### src/acsd_pkg.sv
// Shared types, codes and constants for the audio chunk stream decoder.
package acsd_pkg;

	// Input item: one byte of the chunk
	typedef struct packed {
		logic [7:0] data_byte;
		logic       end_of_chunk;
	} in_t;

	// Result item
	typedef struct packed {
		logic [1:0]  result_kind;
		logic [31:0] sample_word;
		logic [30:0] channel_number;
		logic [30:0] sample_number;
		logic [1:0]  detected_format;
		logic [63:0] rate_bits;
		logic [30:0] channel_total;
		logic [30:0] samples_per_channel;
		logic [2:0]  error_code;
		logic        chunk_done;
	} out_t;

	// Parser phase, one-hot
	typedef enum logic [2:0] {
		PH_HEADER  = 3'b001,
		PH_SAMPLES = 3'b010,
		PH_DRAIN   = 3'b100
	} phase_t;

	// Result kinds
	localparam logic [1:0] KIND_HEADER = 2'd0;
	localparam logic [1:0] KIND_SAMPLE = 2'd1;
	localparam logic [1:0] KIND_ERROR  = 2'd2;

	// Error codes
	localparam logic [2:0] ERR_NONE         = 3'd0;
	localparam logic [2:0] ERR_UNRECOGNISED = 3'd1;
	localparam logic [2:0] ERR_BAD_MAGIC    = 3'd2;
	localparam logic [2:0] ERR_BAD_VERSION  = 3'd3;
	localparam logic [2:0] ERR_BAD_DIMS     = 3'd4;
	localparam logic [2:0] ERR_TRUNCATED    = 3'd5;

	// Sample codings as reported
	localparam logic [1:0] FMT_FLOAT32 = 2'd0;
	localparam logic [1:0] FMT_PCM24   = 2'd1;
	localparam logic [1:0] FMT_PCM16   = 2'd2;
	localparam logic [1:0] FMT_NONE    = 2'd3;

	// Expected-format register codes
	localparam logic [1:0] EXP_DETECT = 2'd0;

	// Magic words
	localparam logic [31:0] MAGIC_F32 = 32'h4841_4632;
	localparam logic [31:0] MAGIC_P16 = 32'h4841_5031;
	localparam logic [31:0] MAGIC_P24 = 32'h4841_5032;
	localparam logic [31:0] VERSION_ONE = 32'd1;

	// Header byte positions
	localparam logic [4:0] HDR_MAGIC_LAST   = 5'd3;
	localparam logic [4:0] HDR_VERSION_LAST = 5'd7;
	localparam logic [4:0] HDR_RATE_FIRST   = 5'd8;
	localparam logic [4:0] HDR_RATE_LAST    = 5'd15;
	localparam logic [4:0] HDR_CHANS_LAST   = 5'd19;
	localparam logic [4:0] HDR_SAMPS_LAST   = 5'd23;

	// Bytes per sample, modulo four
	localparam logic [1:0] NEED_F32 = 2'd0;
	localparam logic [1:0] NEED_P24 = 2'd3;
	localparam logic [1:0] NEED_P16 = 2'd2;

	// Result queue depth
	localparam int QUEUE_DEPTH_DEF = 4;

endpackage

### src/acsd_front.sv
// Front end: byte-wise chunk parser that classifies each byte and builds results.
module acsd_front (
	input  logic                clk,
	input  logic                arst_n,
	input  logic                accept,
	input  acsd_pkg::in_t       byte_item,
	input  logic [1:0]          expected_format,
	output logic                res_valid,
	output acsd_pkg::out_t      res_item
);

	acsd_pkg::phase_t phase_q, phase_d;
	logic [4:0]  hdr_cnt_q, hdr_cnt_d;
	logic [31:0] word_q, word_d;
	logic [1:0]  fmt_q, fmt_d;
	logic [63:0] rate_q, rate_d;
	logic [30:0] chans_q, chans_d;
	logic [30:0] samps_q, samps_d;
	logic [30:0] ch_q, ch_d;
	logic [30:0] sn_q, sn_d;
	logic [1:0]  bis_q, bis_d;

	logic [7:0]  b;
	logic        eoc;
	logic [31:0] ws;
	logic [1:0]  magic_fmt;
	logic [1:0]  need;
	logic [1:0]  bis_inc;
	logic [30:0] sn_inc;
	logic [30:0] ch_inc;
	logic        last;
	logic [31:0] smp_word;
	logic        err_hit;
	logic [2:0]  err_code;
	logic        finish;
	logic        good_hit;
	logic [1:0]  good_kind;
	logic        good_done;

	assign b   = byte_item.data_byte;
	assign eoc = byte_item.end_of_chunk;
	assign ws  = {b, word_q[31:8]};

	// Magic word lookup
	always_comb begin
		if (ws == acsd_pkg::MAGIC_F32) begin
			magic_fmt = acsd_pkg::FMT_FLOAT32;
		end else if (ws == acsd_pkg::MAGIC_P24) begin
			magic_fmt = acsd_pkg::FMT_PCM24;
		end else if (ws == acsd_pkg::MAGIC_P16) begin
			magic_fmt = acsd_pkg::FMT_PCM16;
		end else begin
			magic_fmt = acsd_pkg::FMT_NONE;
		end
	end

	// Bytes needed per sample and the sample counters' next values
	always_comb begin
		unique case (fmt_q)
			acsd_pkg::FMT_FLOAT32: need = acsd_pkg::NEED_F32;
			acsd_pkg::FMT_PCM24:   need = acsd_pkg::NEED_P24;
			default:               need = acsd_pkg::NEED_P16;
		endcase
	end

	assign bis_inc = bis_q + 2'd1;
	assign sn_inc  = sn_q + 31'd1;
	assign ch_inc  = ch_q + 31'd1;

	// Sample word: PCM left-aligned into Q1.31, float passed as raw bits
	always_comb begin
		plain_mask : begin
			smp_word = ws;
			if (need == acsd_pkg::NEED_P24) begin
				smp_word = {ws[31:8], 8'h00};
			end else if (need == acsd_pkg::NEED_P16) begin
				smp_word = {ws[31:16], 16'h0000};
			end
		end
	end

	// Per-byte step
	always_comb begin
		phase_d   = phase_q;
		hdr_cnt_d = hdr_cnt_q;
		word_d    = word_q;
		fmt_d     = fmt_q;
		rate_d    = rate_q;
		chans_d   = chans_q;
		samps_d   = samps_q;
		ch_d      = ch_q;
		sn_d      = sn_q;
		bis_d     = bis_q;
		err_hit   = 1'b0;
		err_code  = acsd_pkg::ERR_NONE;
		finish    = 1'b0;
		good_hit  = 1'b0;
		good_kind = acsd_pkg::KIND_HEADER;
		good_done = 1'b0;
		last      = 1'b0;

		unique case (phase_q)
			acsd_pkg::PH_HEADER: begin
				word_d    = ws;
				hdr_cnt_d = hdr_cnt_q + 5'd1;
				if (hdr_cnt_q >= acsd_pkg::HDR_RATE_FIRST &&
				    hdr_cnt_q <= acsd_pkg::HDR_RATE_LAST) begin
					rate_d = {b, rate_q[63:8]};
				end
				if (hdr_cnt_q == acsd_pkg::HDR_MAGIC_LAST) begin
					if (expected_format == acsd_pkg::EXP_DETECT &&
					    magic_fmt == acsd_pkg::FMT_NONE) begin
						err_hit  = 1'b1;
						err_code = acsd_pkg::ERR_UNRECOGNISED;
					end else if (expected_format != acsd_pkg::EXP_DETECT &&
					             magic_fmt != expected_format - 2'd1) begin
						err_hit  = 1'b1;
						err_code = acsd_pkg::ERR_BAD_MAGIC;
					end else begin
						fmt_d = magic_fmt;
						if (eoc) begin
							err_hit  = 1'b1;
							err_code = acsd_pkg::ERR_TRUNCATED;
						end
					end
				end else if (hdr_cnt_q == acsd_pkg::HDR_VERSION_LAST) begin
					err_hit  = 1'b1;
					if (ws != acsd_pkg::VERSION_ONE) begin
						err_code = acsd_pkg::ERR_BAD_VERSION;
					end else begin
						err_hit  = eoc;
						err_code = acsd_pkg::ERR_TRUNCATED;
					end
				end else if (hdr_cnt_q == acsd_pkg::HDR_CHANS_LAST) begin
					if (ws == 32'd0 || ws[31]) begin
						err_hit  = 1'b1;
						err_code = acsd_pkg::ERR_BAD_DIMS;
					end else begin
						chans_d = ws[30:0];
						if (eoc) begin
							err_hit  = 1'b1;
							err_code = acsd_pkg::ERR_TRUNCATED;
						end
					end
				end else if (hdr_cnt_q >= acsd_pkg::HDR_SAMPS_LAST) begin
					if (ws[31]) begin
						err_hit  = 1'b1;
						err_code = acsd_pkg::ERR_BAD_DIMS;
					end else begin
						samps_d = ws[30:0];
						ch_d    = '0;
						sn_d    = '0;
						bis_d   = '0;
						if (ws[30:0] == 31'd0) begin
							// empty chunk: header closes it
							good_hit  = 1'b1;
							good_done = 1'b1;
							finish    = 1'b1;
						end else if (eoc) begin
							err_hit  = 1'b1;
							err_code = acsd_pkg::ERR_TRUNCATED;
						end else begin
							good_hit  = 1'b1;
							hdr_cnt_d = '0;
							phase_d   = acsd_pkg::PH_SAMPLES;
						end
					end
				end else if (eoc) begin
					err_hit = 1'b1;
					if (hdr_cnt_q < acsd_pkg::HDR_MAGIC_LAST) begin
						err_code = (expected_format == acsd_pkg::EXP_DETECT) ?
						           acsd_pkg::ERR_UNRECOGNISED : acsd_pkg::ERR_BAD_MAGIC;
					end else begin
						err_code = acsd_pkg::ERR_TRUNCATED;
					end
				end
			end

			acsd_pkg::PH_SAMPLES: begin
				word_d = ws;
				bis_d  = bis_inc;
				if (bis_inc == need) begin
					bis_d = '0;
					sn_d  = sn_inc;
					if (sn_inc >= samps_q) begin
						sn_d = '0;
						ch_d = ch_inc;
						last = (ch_inc >= chans_q);
					end
					if (!last && eoc) begin
						err_hit  = 1'b1;
						err_code = acsd_pkg::ERR_TRUNCATED;
					end else begin
						good_hit  = 1'b1;
						good_kind = acsd_pkg::KIND_SAMPLE;
						good_done = last;
						finish    = last;
					end
				end else if (eoc) begin
					err_hit  = 1'b1;
					err_code = acsd_pkg::ERR_TRUNCATED;
				end
			end

			default: begin
				// drain: skip bytes until the chunk ends
				finish = eoc;
			end
		endcase

		if (err_hit) begin
			finish = 1'b1;
		end
		if (finish) begin
			phase_d   = eoc ? acsd_pkg::PH_HEADER : acsd_pkg::PH_DRAIN;
			hdr_cnt_d = '0;
			bis_d     = '0;
		end
	end

	// Result assembly
	always_comb begin
		res_item  = '0;
		res_valid = accept && (err_hit || good_hit);
		if (err_hit) begin
			res_item.result_kind = acsd_pkg::KIND_ERROR;
			res_item.error_code  = err_code;
			res_item.chunk_done  = 1'b1;
		end else begin
			res_item.result_kind         = good_kind;
			res_item.detected_format     = fmt_d;
			res_item.rate_bits           = rate_d;
			res_item.channel_total       = chans_d;
			res_item.samples_per_channel = samps_d;
			res_item.chunk_done          = good_done;
			if (good_kind == acsd_pkg::KIND_SAMPLE) begin
				res_item.sample_word    = smp_word;
				res_item.channel_number = ch_q;
				res_item.sample_number  = sn_q;
			end
		end
	end

	// Parser state
	always_ff @(posedge clk or negedge arst_n) begin
		if (!arst_n) begin
			phase_q   <= acsd_pkg::PH_HEADER;
			hdr_cnt_q <= '0;
			word_q    <= '0;
			fmt_q     <= '0;
			rate_q    <= '0;
			chans_q   <= '0;
			samps_q   <= '0;
			ch_q      <= '0;
			sn_q      <= '0;
			bis_q     <= '0;
		end else if (accept) begin
			phase_q   <= phase_d;
			hdr_cnt_q <= hdr_cnt_d;
			word_q    <= word_d;
			fmt_q     <= fmt_d;
			rate_q    <= rate_d;
			chans_q   <= chans_d;
			samps_q   <= samps_d;
			ch_q      <= ch_d;
			sn_q      <= sn_d;
			bis_q     <= bis_d;
		end
	end

`ifndef SYNTH
	// every error closes the chunk
	a_err_done: assert property (@(posedge clk) disable iff (!arst_n)
		res_valid && res_item.result_kind == acsd_pkg::KIND_ERROR |-> res_item.chunk_done)
		else $error("error result without chunk_done");

	// before the magic word is complete only errors come out
	a_early_err: assert property (@(posedge clk) disable iff (!arst_n)
		res_valid && phase_q == acsd_pkg::PH_HEADER &&
		hdr_cnt_q < acsd_pkg::HDR_MAGIC_LAST |->
		res_item.result_kind == acsd_pkg::KIND_ERROR)
		else $error("non-error result inside magic word");

	// drain holds until the chunk's last byte
	a_drain_hold: assert property (@(posedge clk) disable iff (!arst_n)
		phase_q == acsd_pkg::PH_DRAIN && !(accept && byte_item.end_of_chunk) |=>
		phase_q == acsd_pkg::PH_DRAIN)
		else $error("drain left early");
`endif

endmodule

### src/acsd_queue.sv
// Back end: result queue that decouples the parser from the result consumer.
module acsd_queue #(
	parameter int DEPTH = acsd_pkg::QUEUE_DEPTH_DEF
) (
	input  logic           clk,
	input  logic           arst_n,
	input  logic           wr,
	input  acsd_pkg::out_t wr_item,
	input  logic           rd,
	output acsd_pkg::out_t rd_item,
	output logic           full,
	output logic           empty
);

	localparam int PW = (DEPTH > 1) ? $clog2(DEPTH) : 1;
	localparam int CW = $clog2(DEPTH + 1);

	acsd_pkg::out_t slot_q [DEPTH];
	logic [PW-1:0]  wr_ptr_q;
	logic [PW-1:0]  rd_ptr_q;
	logic [CW-1:0]  cnt_q;

	assign full    = (cnt_q == CW'(DEPTH));
	assign empty   = (cnt_q == '0);
	assign rd_item = slot_q[rd_ptr_q];

	// Slot storage
	always_ff @(posedge clk) begin
		if (wr) begin
			slot_q[wr_ptr_q] <= wr_item;
		end
	end

	// Pointers and fill level
	always_ff @(posedge clk or negedge arst_n) begin
		if (!arst_n) begin
			wr_ptr_q <= '0;
			rd_ptr_q <= '0;
			cnt_q    <= '0;
		end else begin
			if (wr) begin
				wr_ptr_q <= (wr_ptr_q == PW'(DEPTH - 1)) ? '0 : wr_ptr_q + 1'b1;
			end
			if (rd) begin
				rd_ptr_q <= (rd_ptr_q == PW'(DEPTH - 1)) ? '0 : rd_ptr_q + 1'b1;
			end
			if (wr && !rd) begin
				cnt_q <= cnt_q + 1'b1;
			end else if (rd && !wr) begin
				cnt_q <= cnt_q - 1'b1;
			end
		end
	end

`ifndef SYNTH
	a_level_max: assert property (@(posedge clk) disable iff (!arst_n)
		cnt_q <= CW'(DEPTH))
		else $error("queue level above depth");

	a_level_up: assert property (@(posedge clk) disable iff (!arst_n)
		wr && !rd |=> cnt_q == CW'($past(cnt_q) + 1'b1))
		else $error("queue level did not rise on write");

	a_level_down: assert property (@(posedge clk) disable iff (!arst_n)
		rd && !wr |=> cnt_q == CW'($past(cnt_q) - 1'b1))
		else $error("queue level did not fall on read");
`endif

endmodule

### src/audio_chunk_stream_decoder_top.sv
// A result item enters the result queue at the accepting edge and shows on the result ports once at its head.
// Throughput: one byte per cycle while full is low; each byte yields at most one result item.
// full rises only when QUEUE_DEPTH results wait unpopped in the result queue.
// Reset (arst_n low, asynchronous) returns the parser to the header phase,
// empties the queue and sets expected_format to detect-by-magic.
module audio_chunk_stream_decoder_top #(
	parameter int QUEUE_DEPTH = acsd_pkg::QUEUE_DEPTH_DEF
) (
	input  logic           clk,
	input  logic           arst_n,
	input  logic           push,
	output logic           full,
	input  acsd_pkg::in_t  byte_item,
	output logic           empty,
	input  logic           pop,
	output acsd_pkg::out_t result,
	input  logic           cfg_we,
	input  logic [1:0]     cfg_data
);

	logic [1:0]     exp_fmt_q;
	logic           accept;
	logic           res_valid;
	acsd_pkg::out_t res_item;

	// Configuration register
	always_ff @(posedge clk or negedge arst_n) begin
		if (!arst_n) begin
			exp_fmt_q <= acsd_pkg::EXP_DETECT;
		end else if (cfg_we) begin
			exp_fmt_q <= cfg_data;
		end
	end

	assign accept = push && !full;

	acsd_front u_front (
		.clk             (clk),
		.arst_n          (arst_n),
		.accept          (accept),
		.byte_item       (byte_item),
		.expected_format (exp_fmt_q),
		.res_valid       (res_valid),
		.res_item        (res_item)
	);

	acsd_queue #(
		.DEPTH (QUEUE_DEPTH)
	) u_queue (
		.clk     (clk),
		.arst_n  (arst_n),
		.wr      (res_valid),
		.wr_item (res_item),
		.rd      (pop && !empty),
		.rd_item (result),
		.full    (full),
		.empty   (empty)
	);

endmodule
### config.mk
export PLATFORM = sky130hd
export DESIGN_NAME = audio_chunk_stream_decoder_top
export DESIGN_NICKNAME = d
export VERILOG_FILES = /design/src/acsd_pkg.sv /design/src/acsd_front.sv /design/src/acsd_queue.sv /design/src/audio_chunk_stream_decoder_top.sv
export SDC_FILE = /design/constraint.sdc
export NUM_CORES = 1
export LEC_CHECK = 0
export BUFFER_PORTS_ARGS = -buffer_cell sky130_fd_sc_hd__buf_2
export CAP_MARGIN = 0
export CORE_UTILIZATION = 30
export DETAILED_ROUTE_END_ITERATION = 12
export PLACE_DENSITY = 0.47
export SETUP_SLACK_MARGIN = 0.2
export SLEW_MARGIN = 20
export SYNTH_ARGS = -nofsm -noshare
export SYNTH_HDL_FRONTEND = slang
export SYNTH_SLANG_ARGS = --single-unit
### constraint.sdc
create_clock -name clk -period 20.1 [get_ports clk]
set_input_delay 1.005 -clock clk [delete_from_list [all_inputs] [get_ports clk]]
set_output_delay 1.005 -clock clk [all_outputs]
set_load 0.03 [all_outputs]
==> results_dict.tcl <==
set metrics [dict create \
    dpl.hpwl_um 79200 \
    clockPowerShare_pct 31.5 \
    reg2regPathDepth 18 \
    syn_inst 3009 \
    grtUsageTotal_pct 15.7 \
    htree_levels 4 \
    synth_top_family_by_area "multiplexers" \
    layout_common_cells "edfxtp_1 (912), nand2_1 (429), buf_2 (244)" \
    synth-xor-area-share_pct 1.15 \
    worst_slew_pin_slew_ns 1.13 \
    reg2reg_from "u_front.sn_q[0]" \
    dieArea_um2 161000 \
    rrSetupSlack_ns 13.25 \
    vias 26500 \
    synth_edf_count 912 \
    antenna_found_initial 10 \
    p_leak_nw 19.7 \
    grt_max_degree 133 \
    gp_congestion 0.814 \
    ys.flop_type "edfxtp_1" \
    finalSetupViolations 0 \
    swShare_pct 34.6 \
    drc 0 \
    p_comb_share_pct 28.5 \
    ys_seq_elements 1145 \
    drv_slew 0 \
    switchingPower_mw 2.57 \
    crit_path_start "u_front.sn_q[0]" \
    rows 146 \
    arrival_ns 7.24 \
    cts-hold-fix-buffers 0 \
    p_total_mw 7.43 \
    cp.required_ns 20.48 \
    cts_tree "done" \
    worstReg2RegEnd "u_queue.slot_q[0][222]" \
    relSlewSlack_pct 24.4 \
    intPower_mw 4.86 \
    setup.worst_path.end "u_queue.slot_q[0][222]" \
    fin_nets 3344 \
    dp_cells 5194 \
    syn-num-nets 3098 \
    fin_crit_sh_pct 34.1 \
    final_hold_viol_count 0 \
    cts_setup_buffers 0 \
    insertion_delay_ns 0.77 \
    syn_area_um2 47800 \
    crit_fanout 43 \
    area_growth_pct 16.4 \
    hold_ws_ns 0.209 \
    synth_compound_area_share_pct 4.53 \
    yosys-top-cells-area "edfxtp_1 (57%), dfrtp_1 (12%), mux4_2 (11%)" \
    clock_sinks 1145 \
    die_y_um 401 \
    yosys.area.top_type "edfxtp_1" \
    min_period_ns 6.85 \
    postCtsResizedCells 0 \
    routedWlPerCell_um 23.3 \
    io_pins 246 \
    initial_core_util_pct 30.2 \
    synth_simple_gate_area_share_pct 7.72 \
    cp-end-kind "flop" \
    clk_path_buf_depth 3 \
    firstDrtPassIters 5 \
    cts_buffers 131 \
    path_clk_slew_ns 0.06 \
    grt_pass1_vias 26600 \
    drt_iter0_drc 2193 \
    hp-class "input port to async pin" \
    root_buffer "clkbuf_16" \
    drv_cap 0 \
    final_cells 5438 \
    irDropWorstVdd_v 0.0000780 \
    core_um2 158000 \
    final.setup_skew_ns 0.0328 \
    yosysSeqAreaShare_pct 69.5 \
    grt_pass1_wl_um 187000 \
    die_w_um 401 \
    synth_top_area_share_pct 57.3 \
    ys.warnings.count 0 \
    drtAntennaViolNets 0 \
    wirelength_um 127000 \
    rsz0062_at_grt "no" \
    overflow 0 \
    async_reset_ff_share_pct 20.3 \
    power_frac_seq_pct 40.0 \
    viasPerCell 4.87 \
    muxShareOfSynthArea_pct 13.0 \
    place.port_buffers 245 \
    ys_types 77 \
    mostFrequentLayoutCell "edfxtp_1" \
    postSynthAreaPerCell_um2 15.9 \
    status "completed" \
    fin_util_pct 35.2 \
    critPathKind "flop to flop" \
    drive_gt1_share_pct 24.9 \
    fmax_mhz 146 \
    critical_path.startpoint_type "flop" \
    synth-adder-area-share_pct 1.93 \
    final.setup.tns_ns 0 \
    p_per_area_nw_per_um2 134 \
]
## synthesized netlist by cell type, drive strengths merged, types with 3 or more instances
cell,count
a22o,4
dfrtp,232
xnor2,34
nand2,431
nor4,13
nor3b,5
and2,89
buf,59
and4,7
xor2,29
a211oi,7
mux4,228
o41ai,3
clkbuf,118
a21oi,160
mux2,95
o21ai,159
nor4b,11
nor4bb,9
a211o,3
inv,73
and3,16
a21o,9
a32o,3
nor3,15
o31ai,13
nand3,50
nand2b,17
nand4,22
nor2b,15
nor2,59
ha,72
edfxtp,912
## per-stage QoR
stage          worst slack, ns  cell area [um2]
2_1_floorplan            10.53            47800
3_3_place_gp             13.28            51400
3_5_place_dp             13.20            51400
4_1_cts                  13.18            55600
5_1_grt                  12.73            55600
6_report                 13.25            55600
## metal layers
metal / share of wire [%] / GRT usage (%)
met1: 46 / 22.2
met2: 48 / 24.8
met3: 4.6 / 2.72
met4: 2.1 / 4.44
met5: 0 / 0
## area by class of cell
cell class,instances,area (um2)
diodes,1,2.50
clock buffers,172,3500
clock inverters,71,742
fillers,15100,103000
inverters,73,274
multi-input cells,1614,13600
flip-flops and latches,1145,33200
well taps,2072,2590
repair buffers,290,1650
## state kept, by name (all words and copies together), names as in the netlist
signal,flops
u_front.bis_q,2
u_queue.slot_q,912
u_front.word_q,24
u_queue.wr_ptr_q,2
u_queue.rd_ptr_q,2
u_front.hdr_cnt_q,5
u_front.fmt_q,2
u_front.phase_q,3
u_front.sn_q,31
exp_fmt_q,2
u_front.rate_q,64
u_queue.cnt_q,3
u_front.samps_q,31
u_front.chans_q,31
u_front.ch_q,31
## critical path: stages, from the launching register on
cell and delay, ns:
dfrtp_1 0.45, ha_1 0.29, and4_1 0.25, nand4_1 0.29, nor3b_2 0.45, and2b_1 0.27
and3_1 0.29, nand3_1 0.12, xnor2_1 0.16, ha_1 0.31, nand3_1 0.10, nor3_1 0.30
nand4_1 0.29, a21oi_1 0.33, a32o_1 0.40, o31a_4 0.23, and2_4 0.49, buf_4 0.64
buf_4 0.69
## kinds of logic (layout without fill, tap and decap cells)
| group | Yosys count | in the layout |
|---|---|---|
| AND/OR/NAND/NOR | 768 | 768 |
| buffers and inverters | 250 | 606 |
| AO/OA/AOI/OAI | 385 | 385 |
| adder cells (fa/ha/maj) | 73 | 73 |
| XOR/XNOR | 63 | 63 |
| other | 0 | 1 |
| flip-flops | 1145 | 1145 |
| multiplexers | 325 | 325 |
## how the worst min path moves through the flow
stage,to,slack [ns],cells after the start
after floorplan,u_queue.cnt_q[2],0.46,1
after detailed placement,u_queue.cnt_q[2],0.48,1
final,u_queue.rd_ptr_q[0],0.21,1
after CTS,u_queue.rd_ptr_q[0],0.18,1
after global placement,u_queue.cnt_q[2],0.47,1
after global routing,u_queue.rd_ptr_q[0],0.22,1
## power by group through the flow
stage | logic, mW | registers [mW] | clock network (mW)
2_1_floorplan | 1.49 | 2.93 | 0
3_3_place_gp | 2.19 | 3.02 | 0
3_5_place_dp | 2.18 | 3.03 | 0
4_1_cts | 2.19 | 2.98 | 2.41
5_1_grt | 2.25 | 3.00 | 2.50
6_report | 2.12 | 2.97 | 2.34
Note: power is estimated with default switching activity, not from simulation.
